===== src/rtl/sip_non_invite_client_transaction_assert.svh =====
// Assertion macros shared by the non-INVITE client transaction RTL
`ifndef SIP_NON_INVITE_CLIENT_TRANSACTION_ASSERT_SVH
`define SIP_NON_INVITE_CLIENT_TRANSACTION_ASSERT_SVH

// Same-cycle implication, checked on every clock outside reset
`define SNC_ASSERT_NOW(label, ante, cons) \
    label: assert property (@(posedge i_clk) disable iff (!i_rst_n) (ante) |-> (cons)) \
        else $error("sip nict assertion failed");

// Next-cycle implication, checked on every clock outside reset
`define SNC_ASSERT_NEXT(label, ante, cons) \
    label: assert property (@(posedge i_clk) disable iff (!i_rst_n) (ante) |=> (cons)) \
        else $error("sip nict assertion failed");

`endif


===== src/rtl/sip_nict_pkg.sv =====
// Shared types and constants of the SIP non-INVITE client transaction block
package sip_nict_pkg;

    // event opcodes on the input side
    localparam logic [2:0] OP_MESSAGE  = 3'd0;
    localparam logic [2:0] OP_LIFESPAN = 3'd1;
    localparam logic [2:0] OP_TIMER_E  = 3'd2;
    localparam logic [2:0] OP_TIMER_F  = 3'd3;
    localparam logic [2:0] OP_TIMER_K  = 3'd4;

    // transaction state codes as reported on new_state
    localparam logic [2:0] TXN_IDLE       = 3'd0;
    localparam logic [2:0] TXN_TRYING     = 3'd1;
    localparam logic [2:0] TXN_PROCEEDING = 3'd2;
    localparam logic [2:0] TXN_COMPLETED  = 3'd3;
    localparam logic [2:0] TXN_TERMINATED = 3'd4;

    // configuration register indexes and reset values
    localparam logic [1:0]  REG_T1      = 2'd0;
    localparam logic [1:0]  REG_T2      = 2'd1;
    localparam logic [1:0]  REG_USE_K   = 2'd2;
    localparam logic [15:0] T1_RESET    = 16'd500;
    localparam logic [15:0] T2_RESET    = 16'd4000;
    localparam logic        USE_K_RESET = 1'b1;

    // default depth of the queue between classifier and executor
    localparam int QUEUE_DEPTH_DEF = 2;

    // classified event kinds
    typedef enum logic [3:0] {
        EV_IGNORE,
        EV_RX_REQ,
        EV_TX_REQ,
        EV_TX_FINAL,
        EV_RX_FINAL,
        EV_RX_PROV,
        EV_LIFESPAN,
        EV_TIMER_E,
        EV_TIMER_F,
        EV_TIMER_K
    } t_evt_kind;

    typedef struct packed {
        t_evt_kind   kind;
        logic [16:0] dbl_ms;   // twice the fired timer E interval
    } t_evt;

    typedef struct packed {
        logic [15:0] t1_ms;
        logic [15:0] t2_ms;
        logic        use_timer_k;
    } t_cfg;

    typedef struct packed {
        logic        send_to_transport;
        logic        deliver_to_user;
        logic        report_timeout;
        logic        start_retx_timer;
        logic [15:0] retx_interval_ms;
        logic        stop_retx_timer;
        logic        start_timeout_timer;
        logic        stop_timeout_timer;
        logic        start_linger_timer;
        logic        terminate_now;
        logic [2:0]  new_state;
    } t_action;

endpackage


===== src/rtl/sip_non_invite_client_transaction.sv =====
// SIP non-INVITE client transaction controller: top level with register port
// One action word comes out for every event beat taken in. Events are
// accepted at one per clock while full is low; the executor's state register
// updates at most once per clock, which sets that rate. A beat taken in
// passes the classifier register, then the queue, then the output register
// before its action word shows. full rises only when the queue and
// the classifier register are both occupied behind a stalled output.
// Registers t1_ms (0x0), t2_ms (0x4) and use_timer_k (0x8) should be
// written only while no event is in flight.
`include "sip_non_invite_client_transaction_assert.svh"

module sip_non_invite_client_transaction
    import sip_nict_pkg::*;
#(
    parameter int QUEUE_DEPTH = QUEUE_DEPTH_DEF
) (
    input  logic        i_clk,
    input  logic        i_rst_n,
    // register port
    input  logic        psel,
    input  logic        penable,
    input  logic        pwrite,
    input  logic [3:0]  paddr,
    input  logic [31:0] pwdata,
    output logic [31:0] prdata,
    output logic        pready,
    // event side
    input  logic        i_push,
    output logic        o_full,
    input  logic [2:0]  i_opcode,
    input  logic        i_is_send,
    input  logic        i_is_request,
    input  logic        i_is_provisional,
    input  logic [15:0] i_fired_interval_ms,
    // action side
    output logic        o_empty,
    input  logic        i_pop,
    output logic        o_send_to_transport,
    output logic        o_deliver_to_user,
    output logic        o_report_timeout,
    output logic        o_start_retx_timer,
    output logic [15:0] o_retx_interval_ms,
    output logic        o_stop_retx_timer,
    output logic        o_start_timeout_timer,
    output logic        o_stop_timeout_timer,
    output logic        o_start_linger_timer,
    output logic        o_terminate_now,
    output logic [2:0]  o_new_state
);

    t_cfg       r_cfg;
    logic [1:0] reg_idx;
    logic       cfg_wr;
    logic       f_valid;
    t_evt       f_evt;
    logic       q_ready;
    logic       q_valid;
    logic       q_pop;
    t_evt       q_evt;
    t_action    act;

    assign pready  = 1'b1;
    assign reg_idx = paddr[3:2];
    assign cfg_wr  = psel && penable && pwrite && pready;

    // configuration registers
    always_ff @(posedge i_clk) begin
        if (!i_rst_n) begin
            r_cfg.t1_ms       <= T1_RESET;
            r_cfg.t2_ms       <= T2_RESET;
            r_cfg.use_timer_k <= USE_K_RESET;
        end else if (cfg_wr) begin
            unique case (reg_idx)
                REG_T1:    r_cfg.t1_ms       <= pwdata[15:0];
                REG_T2:    r_cfg.t2_ms       <= pwdata[15:0];
                REG_USE_K: r_cfg.use_timer_k <= pwdata[0];
                default: begin
                end
            endcase
        end
    end

    // register readback
    always_comb begin
        unique case (reg_idx)
            REG_T1:    prdata = {16'd0, r_cfg.t1_ms};
            REG_T2:    prdata = {16'd0, r_cfg.t2_ms};
            REG_USE_K: prdata = {31'd0, r_cfg.use_timer_k};
            default:   prdata = '0;
        endcase
    end

    sip_nict_front u_front (
        .i_clk               (i_clk),
        .i_rst_n             (i_rst_n),
        .i_push              (i_push),
        .o_full              (o_full),
        .i_opcode            (i_opcode),
        .i_is_send           (i_is_send),
        .i_is_request        (i_is_request),
        .i_is_provisional    (i_is_provisional),
        .i_fired_interval_ms (i_fired_interval_ms),
        .o_valid             (f_valid),
        .o_evt               (f_evt),
        .i_q_ready           (q_ready)
    );

    sip_nict_fifo #(
        .WIDTH ($bits(t_evt)),
        .DEPTH (QUEUE_DEPTH)
    ) u_queue (
        .i_clk   (i_clk),
        .i_rst_n (i_rst_n),
        .i_push  (f_valid),
        .i_data  (f_evt),
        .o_ready (q_ready),
        .o_valid (q_valid),
        .o_data  (q_evt),
        .i_pop   (q_pop)
    );

    sip_nict_back u_back (
        .i_clk     (i_clk),
        .i_rst_n   (i_rst_n),
        .i_cfg     (r_cfg),
        .i_q_valid (q_valid),
        .i_evt     (q_evt),
        .o_q_pop   (q_pop),
        .o_empty   (o_empty),
        .i_pop     (i_pop),
        .o_act     (act)
    );

    // action word fields
    assign o_send_to_transport   = act.send_to_transport;
    assign o_deliver_to_user     = act.deliver_to_user;
    assign o_report_timeout      = act.report_timeout;
    assign o_start_retx_timer    = act.start_retx_timer;
    assign o_retx_interval_ms    = act.retx_interval_ms;
    assign o_stop_retx_timer     = act.stop_retx_timer;
    assign o_start_timeout_timer = act.start_timeout_timer;
    assign o_stop_timeout_timer  = act.stop_timeout_timer;
    assign o_start_linger_timer  = act.start_linger_timer;
    assign o_terminate_now       = act.terminate_now;
    assign o_new_state           = act.new_state;

    // checks on the action word and on the queue path
    `SNC_ASSERT_NOW(a_ival_zero_when_idle, !o_empty && !o_start_retx_timer, o_retx_interval_ms == 16'd0)
    `SNC_ASSERT_NOW(a_term_state, !o_empty && o_terminate_now, o_new_state == TXN_TERMINATED)
    `SNC_ASSERT_NOW(a_linger_state, !o_empty && o_start_linger_timer, o_new_state == TXN_COMPLETED)
    `SNC_ASSERT_NEXT(a_queue_fed, f_valid && q_ready, q_valid)

endmodule


===== src/rtl/sip_nict_fifo.sv =====
// Small register queue between the event classifier and the executor
module sip_nict_fifo
    import sip_nict_pkg::*;
#(
    parameter int WIDTH = 8,
    parameter int DEPTH = QUEUE_DEPTH_DEF
) (
    input  logic             i_clk,
    input  logic             i_rst_n,
    input  logic             i_push,
    input  logic [WIDTH-1:0] i_data,
    output logic             o_ready,
    output logic             o_valid,
    output logic [WIDTH-1:0] o_data,
    input  logic             i_pop
);

    localparam int PW = (DEPTH > 1) ? $clog2(DEPTH) : 1;
    localparam int CW = $clog2(DEPTH + 1);

    logic [WIDTH-1:0] r_mem [DEPTH];
    logic [PW-1:0]    r_wr;
    logic [PW-1:0]    r_rd;
    logic [CW-1:0]    r_cnt;
    logic             do_push;
    logic             do_pop;

    assign o_ready = (r_cnt != CW'(DEPTH));
    assign o_valid = (r_cnt != '0);
    assign o_data  = r_mem[r_rd];
    assign do_push = i_push && o_ready;
    assign do_pop  = i_pop && o_valid;

    // pointers and fill count
    always_ff @(posedge i_clk) begin
        if (!i_rst_n) begin
            r_wr  <= '0;
            r_rd  <= '0;
            r_cnt <= '0;
        end else begin
            if (do_push) begin
                r_wr <= (r_wr == PW'(DEPTH - 1)) ? '0 : r_wr + 1'b1;
            end
            if (do_pop) begin
                r_rd <= (r_rd == PW'(DEPTH - 1)) ? '0 : r_rd + 1'b1;
            end
            if (do_push && !do_pop) begin
                r_cnt <= r_cnt + 1'b1;
            end else if (do_pop && !do_push) begin
                r_cnt <= r_cnt - 1'b1;
            end
        end
    end

    // entry storage
    always_ff @(posedge i_clk) begin
        if (do_push) begin
            r_mem[r_wr] <= i_data;
        end
    end

endmodule


===== src/rtl/sip_nict_front.sv =====
// Input stage: accepts event beats and classifies them into event kinds
module sip_nict_front
    import sip_nict_pkg::*;
(
    input  logic        i_clk,
    input  logic        i_rst_n,
    input  logic        i_push,
    output logic        o_full,
    input  logic [2:0]  i_opcode,
    input  logic        i_is_send,
    input  logic        i_is_request,
    input  logic        i_is_provisional,
    input  logic [15:0] i_fired_interval_ms,
    output logic        o_valid,
    output t_evt        o_evt,
    input  logic        i_q_ready
);

    logic      r_valid;
    t_evt      r_evt;
    t_evt      n_evt;
    logic      ready;
    t_evt_kind msg_kind;

    assign ready   = !r_valid || i_q_ready;
    assign o_full  = !ready;
    assign o_valid = r_valid;
    assign o_evt   = r_evt;

    // message descriptor decode
    always_comb begin
        msg_kind = EV_IGNORE;
        if (i_is_request) begin
            msg_kind = i_is_send ? EV_TX_REQ : EV_RX_REQ;
        end else if (!i_is_provisional) begin
            msg_kind = i_is_send ? EV_TX_FINAL : EV_RX_FINAL;
        end else if (!i_is_send) begin
            msg_kind = EV_RX_PROV;
        end
    end

    // opcode decode
    always_comb begin
        n_evt.dbl_ms = {i_fired_interval_ms, 1'b0};
        unique case (i_opcode)
            OP_MESSAGE:  n_evt.kind = msg_kind;
            OP_LIFESPAN: n_evt.kind = EV_LIFESPAN;
            OP_TIMER_E:  n_evt.kind = EV_TIMER_E;
            OP_TIMER_F:  n_evt.kind = EV_TIMER_F;
            OP_TIMER_K:  n_evt.kind = EV_TIMER_K;
            default:     n_evt.kind = EV_IGNORE;
        endcase
    end

    // holding register toward the queue
    always_ff @(posedge i_clk) begin
        if (!i_rst_n) begin
            r_valid <= 1'b0;
        end else if (i_push && ready) begin
            r_valid <= 1'b1;
        end else if (i_q_ready) begin
            r_valid <= 1'b0;
        end
    end

    always_ff @(posedge i_clk) begin
        if (i_push && ready) begin
            r_evt <= n_evt;
        end
    end

endmodule


===== src/rtl/sip_nict_back.sv =====
// Executor: transaction state machine and the registered action word
module sip_nict_back
    import sip_nict_pkg::*;
(
    input  logic    i_clk,
    input  logic    i_rst_n,
    input  t_cfg    i_cfg,
    input  logic    i_q_valid,
    input  t_evt    i_evt,
    output logic    o_q_pop,
    output logic    o_empty,
    input  logic    i_pop,
    output t_action o_act
);

    typedef enum logic [2:0] {
        ST_IDLE       = TXN_IDLE,
        ST_TRYING     = TXN_TRYING,
        ST_PROCEEDING = TXN_PROCEEDING,
        ST_COMPLETED  = TXN_COMPLETED,
        ST_TERMINATED = TXN_TERMINATED
    } t_txn_state;

    t_txn_state r_state;
    t_txn_state n_state;
    logic       r_init;
    logic       n_init;
    logic       r_out_valid;
    t_action    r_act;
    t_action    n_act;
    logic       take;
    logic       active;
    logic       do_final;

    assign take    = i_q_valid && (!r_out_valid || i_pop);
    assign o_q_pop = take;
    assign o_empty = !r_out_valid;
    assign o_act   = r_act;
    assign active  = (r_state == ST_TRYING) || (r_state == ST_PROCEEDING);

    // next state and action word for the event at the queue head
    always_comb begin
        n_state  = r_state;
        n_init   = r_init;
        n_act    = '0;
        do_final = 1'b0;
        unique case (i_evt.kind)
            EV_RX_REQ: begin
                n_act.send_to_transport = (r_state == ST_IDLE);
            end
            EV_TX_REQ: begin
                if (r_state == ST_IDLE && !r_init) begin
                    n_init                    = 1'b1;
                    n_state                   = ST_TRYING;
                    n_act.start_retx_timer    = 1'b1;
                    n_act.retx_interval_ms    = i_cfg.t1_ms;
                    n_act.start_timeout_timer = 1'b1;
                end
            end
            EV_TX_FINAL: begin
                do_final = (r_state == ST_IDLE);
            end
            EV_RX_FINAL: begin
                do_final = (r_state == ST_IDLE) || active;
            end
            EV_RX_PROV: begin
                if (active) begin
                    n_state               = ST_PROCEEDING;
                    n_act.deliver_to_user = 1'b1;
                end
            end
            EV_LIFESPAN: begin
                n_state              = ST_TERMINATED;
                n_act.report_timeout = 1'b1;
                n_act.terminate_now  = 1'b1;
            end
            EV_TIMER_E: begin
                if (active) begin
                    n_act.send_to_transport = 1'b1;
                    n_act.start_retx_timer  = 1'b1;
                    // proceeding restarts at the cap, trying doubles up to it
                    if (r_state == ST_PROCEEDING || i_evt.dbl_ms > {1'b0, i_cfg.t2_ms}) begin
                        n_act.retx_interval_ms = i_cfg.t2_ms;
                    end else begin
                        n_act.retx_interval_ms = i_evt.dbl_ms[15:0];
                    end
                end
            end
            EV_TIMER_F: begin
                if (active) begin
                    n_state               = ST_TERMINATED;
                    n_act.stop_retx_timer = 1'b1;
                    n_act.report_timeout  = 1'b1;
                    n_act.terminate_now   = 1'b1;
                end
            end
            EV_TIMER_K: begin
                n_state             = ST_TERMINATED;
                n_act.terminate_now = 1'b1;
            end
            default: begin
            end
        endcase

        // final response closes the transaction
        if (do_final) begin
            n_act.stop_retx_timer    = 1'b1;
            n_act.stop_timeout_timer = 1'b1;
            n_act.deliver_to_user    = 1'b1;
            if (i_cfg.use_timer_k) begin
                n_state                  = ST_COMPLETED;
                n_act.start_linger_timer = 1'b1;
            end else begin
                n_state             = ST_TERMINATED;
                n_act.terminate_now = 1'b1;
            end
        end
        n_act.new_state = n_state;
    end

    // state, sent flag and output register
    always_ff @(posedge i_clk) begin
        if (!i_rst_n) begin
            r_state     <= ST_IDLE;
            r_init      <= 1'b0;
            r_out_valid <= 1'b0;
        end else if (take) begin
            r_state     <= n_state;
            r_init      <= n_init;
            r_out_valid <= 1'b1;
            r_act       <= n_act;
        end else if (i_pop) begin
            r_out_valid <= 1'b0;
        end
    end

endmodule


===== config.mk =====
export PLATFORM = sky130hd
export DESIGN_NAME = sip_non_invite_client_transaction
export DESIGN_NICKNAME = d
export VERILOG_FILES = /design/src/rtl/sip_nict_pkg.sv /design/src/rtl/sip_non_invite_client_transaction.sv /design/src/rtl/sip_nict_fifo.sv /design/src/rtl/sip_nict_front.sv /design/src/rtl/sip_nict_back.sv
export VERILOG_INCLUDE_DIRS = /design/src /design/src/rtl
export SDC_FILE = /design/constraint.sdc
export NUM_CORES = 1
export LEC_CHECK = 0
export BUFFER_PORTS_ARGS = -buffer_cell sky130_fd_sc_hd__buf_2
export CAP_MARGIN = 20
export CORE_ASPECT_RATIO = 0.6
export CORE_MARGIN = 2
export CORE_UTILIZATION = 59
export DETAILED_ROUTE_END_ITERATION = 6
export GPL_TIMING_DRIVEN = 0
export PLACE_DENSITY = 0.85
export SYNTH_ARGS = -nofsm -noshare
export SYNTH_HDL_FRONTEND = slang
export SYNTH_SLANG_ARGS = --single-unit

===== constraint.sdc =====
create_clock -name i_clk -period 5.8 [get_ports i_clk]
set_clock_uncertainty 0.2 [all_clocks]
set_input_delay 0.87 -clock i_clk [delete_from_list [all_inputs] [get_ports i_clk]]
set_output_delay 0.87 -clock i_clk [all_outputs]
set_load 0.005 [all_outputs]

* Yosys cells after proc, flatten, opt, wreduce, memory -nomap -nowiden
Memories as Yosys holds them, arrays and structs flattened. A register that Yosys moved wholly into a read port is not among the register bits. Index checks and enable logic that the tools add are counted.
Storage, ports and cells: register bits 91, latch bits 0, memory bits (writable) 40, bits in read-only memories 0, input port bits 65, word-level logic and storage cells 120, memories kept 1
Cells by class: add/subtract/negate cells 4, $mul 0, div/mod/pow operators 0, order comparisons 1, equality and inequality tests 18, shift operators 0, muxes and demuxes 40, bitwise operators 0, reductions and logical operators 33
Memory list:
- u_queue.r_mem | depth 2, bits a word 20, read ports 1, clocked after Yosys merged registers in 1, wr ports 1, line sip_nict_fifo.sv:21 | logic [WIDTH-1:0] r_mem [DEPTH];
Operators with widths (number):
- $pmux 16 s3 | 1
- $mux 17 | 2
- $pmux 17 s2 | 1
- $mux 3 | 8
- $pmux 4 s5 | 1
- $gt 17x16->1 | 1
- $eq 4x3->1 const B | 4
- $mux 1 | 16
- $mux 16 | 1
- $pmux 3 s4 | 1
- $eq 3x2->1 const B | 3
- $logic_and 1x1->1 | 9
- $eq 4x2->1 const B | 2
- $eq 4x4->1 const B | 2
- $mux 4 | 2
- $pmux 1 s2 | 4
- $reduce_and 2->1 | 4
- $reduce_bool 2->1 | 4
- $eq 3x1->1 const B | 2
- $logic_not 1->1 | 6
- $logic_not 3->1 | 2
- $mux 2 | 3
- $logic_or 1x1->1 | 5
- $eq 4x1->1 const B | 1
- other kinds (10) | 11

* Depth between registers and ports, before layout
depth in word-level cells 7, depth in mapped cells 12, depth with buffers taken out 8

* By module
A second synthesis with hierarchy kept.
Second synthesis, totals: cell total of the unflattened synthesis 580, area, all modules 6531.3 um2
By module, submodules not included:
- sip_nict_back | times used 1, cells each 254, area each 2287.2 um2
- sip_nict_fifo | times used 1, cells each 89, area each 1750.4 um2
- sip_non_invite_client_transaction | times used 1, cells each 194, area each 1712.9 um2
- sip_nict_front | times used 1, cells each 43, area each 780.7 um2

* Worst setup path after synthesis
No wires, ideal clock.
kind reg2reg, start point reg with a tool-made name, end point reg u_back.r_act, in the netlist u_back.o_act[22] (data pin), library setup time 0.256 ns, data arrival time 3.358 ns, required time 5.344 ns, path slack 1.986 ns, cell stages (with the launch flop) 13, path buffers 4, period minus slack after synthesis 3.814 ns, cell sequence dfxtp_1 buf_6 buf_2 buf_1 mux2_2 ha_1 nand3_1 nor4_4 nand4_1 a221oi_4 buf_6 mux2_2 a22o_1
RTL lines:
- end signal, assigned | line sip_nict_back.sv:131 | r_act <= n_act;
- end, declared | line sip_nict_back.sv:29 | t_action r_act;

==> results.txt <==
Max Cap Violations: 0
slack of the worst reg-to-reg path: 1410 ps
hold_sp: u_front.o_evt[7]
hold-fix buffer count after cts: 0
CTS Buf Count: 17
clk buf depth: 2
worst skew pair latency: 420 ps
crit end category: flip-flop
Worst Setup EP: u_back.o_act[18]
Die H: 82.3 um
EDFF count, synth: 88
Cells after Synth: 510
worst reg2reg path endpoint: u_back.o_act[18]
Distinct cells, synth: 54
Pleak: 0.00297 uW
Yosys warning total: 0
Reg clk slew, reported paths: 60 ps
kind of critical path: reg2reg
commonest non-fill, non-tap cell in the layout: buf_2
PortBufs: 91
area delta synth->final: 21.1%
wire per inst: 16.9 um
setup TNS: 0 ps
Starting Density: 61.0%
most frequent cells in the layout: 94 x buf_2, 88 x edfxtp_1, 74 x nand2_1
PwrDens: 376 nW/um2
synth top area cells: edfxtp_1 44%, dfxtp_1 15%, mux2_2 5.6%
FILL cells: 675
RSZ-0062 raised after global routing: no
top_reg_cell synth: edfxtp_1
Max Fclk: 228 MHz
post-synthesis sequential area ratio: 58.5%
Remaining DRCs: 0
status: finished, final reports clean
Die X: 134 um
flops & latches, synth: 132
vias post-DR: 4377
grt ovf: 0
final net count: 720
Async SR Flop Fraction: 0%
share of the synthesized area in the top cell type: 43.9%
clock sinks: 132
hold_ws: 243 ps
setup slack at placement: 1460 ps
die area: 11100 um2
TritonCTS clock tree: yes
final antenna-violating net count: 0
syn avg cell area: 11.8 um2
RD Place Congestion: 0.943
crit-path max FO: 10
setup bufs post-CTS: 0
fin crit share: 75.6%
path depth of the worst reg2reg path: 12
core footprint: 9880 um2
Post-Route WL: 13.3 mm
Final HPWL DP: 9.43 mm
Total Power: 2740 uW
largest net degree at the start of global routing: 21
Rel. slew slack: 34.1%
Final Critical Period: 4390 ps
area leader, netlist: edfxtp_1
antenna fix cells: 0
hold crit path type: reg2reg
fin worst setup slack: 1410 ps
crit path DAT: 4350 ps
Post-Syn Area: 6020 um2
Peak VDD IR: 0.000293 V
Worst Setup Start Kind: flip-flop
Worst-Margin Slew: 985 ps
number of global-route vias before repair: 3947
IO Count: 128
initial antenna violation count: 0
Worst Path Required: 5760 ps
vias per cell: 5.57
Iter 0 DRT Violations: 479
Max Slew Vio Count: 0
Total Routing Usage GR: 25.0%
CTS Root Cell: clkbuf_16
final setup fails: 0
H-tree depth: 4
first-pass GRT wire length: 20.2 mm
Final Hold Vio Count: 0
Gates resized, CTS repair: 0
FP Rows: 28
proportion of layout cells with a drive suffix above 1: 28.0%
Pre-Repair DR Iteration Count: 5
[sequential cells by signal, indices dropped and copies added, names as in the netlist, named ones only]
signal	count
r_cfg	33
u_back.o_act	28
u_back.r_init	1
u_back.r_out_valid	1
u_back.r_state	3
u_front.o_evt	20
u_front.o_valid	1
u_queue.r_cnt	2
u_queue.r_mem	40
u_queue.r_rd	1
u_queue.r_wr	1
[cell usage after synthesis (all sizes together), types with 2 or more instances]
library cell and n:
edfxtp 88, nand2 74, dfxtp 44, mux2 32
nor2 30, inv 27, buf 24, a21boi 21
mux2i 21, ha 17, a22o 16, clkbuf 15
o21ai 13, nand3 12, a21oi 10, and2 7
o211ai 7, a21o 4, nor3 4, nand2b 3
nor2b 3, nor3b 3, xnor2 3, a211oi 2
a221o 2, conb 2, nor4 2, o21a 2
o32a 2, or2 2, or3 2
[worst min path at each step]
stage	slack (ps)	cells past startpoint	end
finish	240	0	u_queue.r_mem[0][6]
global route	260	0	u_queue.r_mem[1][17]
CTS	250	0	u_queue.r_mem[0][14]
detailed placement	230	0	u_queue.r_mem[1][6]
global placement	220	0	u_queue.r_mem[0][17]
floorplan	220	0	u_queue.r_mem[0][0]
[power breakdown]
| part | internal [uW] | switching (uW) | leakage [uW] |
|---|---|---|---|
| combinational | 256 | 324 | 0.00153 |
| clock | 583 | 398 | 0.000253 |
| sequential | 1130 | 46.2 | 0.00119 |
[through the flow]
stage          cells  area [um2]  util (%)
2_1_floorplan    525        6080         -
3_3_place_gp     751        6700      67.9
3_5_place_dp     753        6750      68.3
4_1_cts          785        7290      73.8
5_1_grt          786        7290      73.8
6_report         786        7290      73.8
[metal layers]
layer,wire length [um],global-route usage (%)
met5,0,0
met4,287,10.4
met2,5490,35.7
met3,1620,9.10
met1,5890,34.8
[area by class of cell]
class,instances,area (um2),share of cell area (%)
Sequential cell,132,3520,48.3
Multi-Input combinational cell,327,2230,30.6
Timing Repair Buffer,94,499,6.84
Clock buffer,18,429,5.88
Buffer,39,228,3.12
Tap cell,135,169,2.32
Clock inverter,14,113,1.54
Inverter,27,101,1.39
[cell families (layout without fill, tap and decap cells)]
group           Yosys count  after routing  share of synthesized area (%)
fa+ha+maj                17             17                           3.53
mux                      53             53                           9.53
compound gates           88             88                           11.0
simple gates            148            148                           11.3
xor+xnor                  4              4                          0.582
buf+inv                  66            192                           5.46
other cells               2             17                          0.125
flops                   132            132                           58.5
[worst max-delay path, cell delays in order, from the launching register on]
cell and delay, ps:
dfxtp_1 320, buf_6 130, buf_2 240, buf_1 440, mux2_2 450, ha_1 310
nand3_1 170, nor4_4 320, nand4_1 180, a221oi_4 530, buf_6 230, mux2_2 350
a22o_1 240
Note: power is estimated with default switching activity, not from simulation.
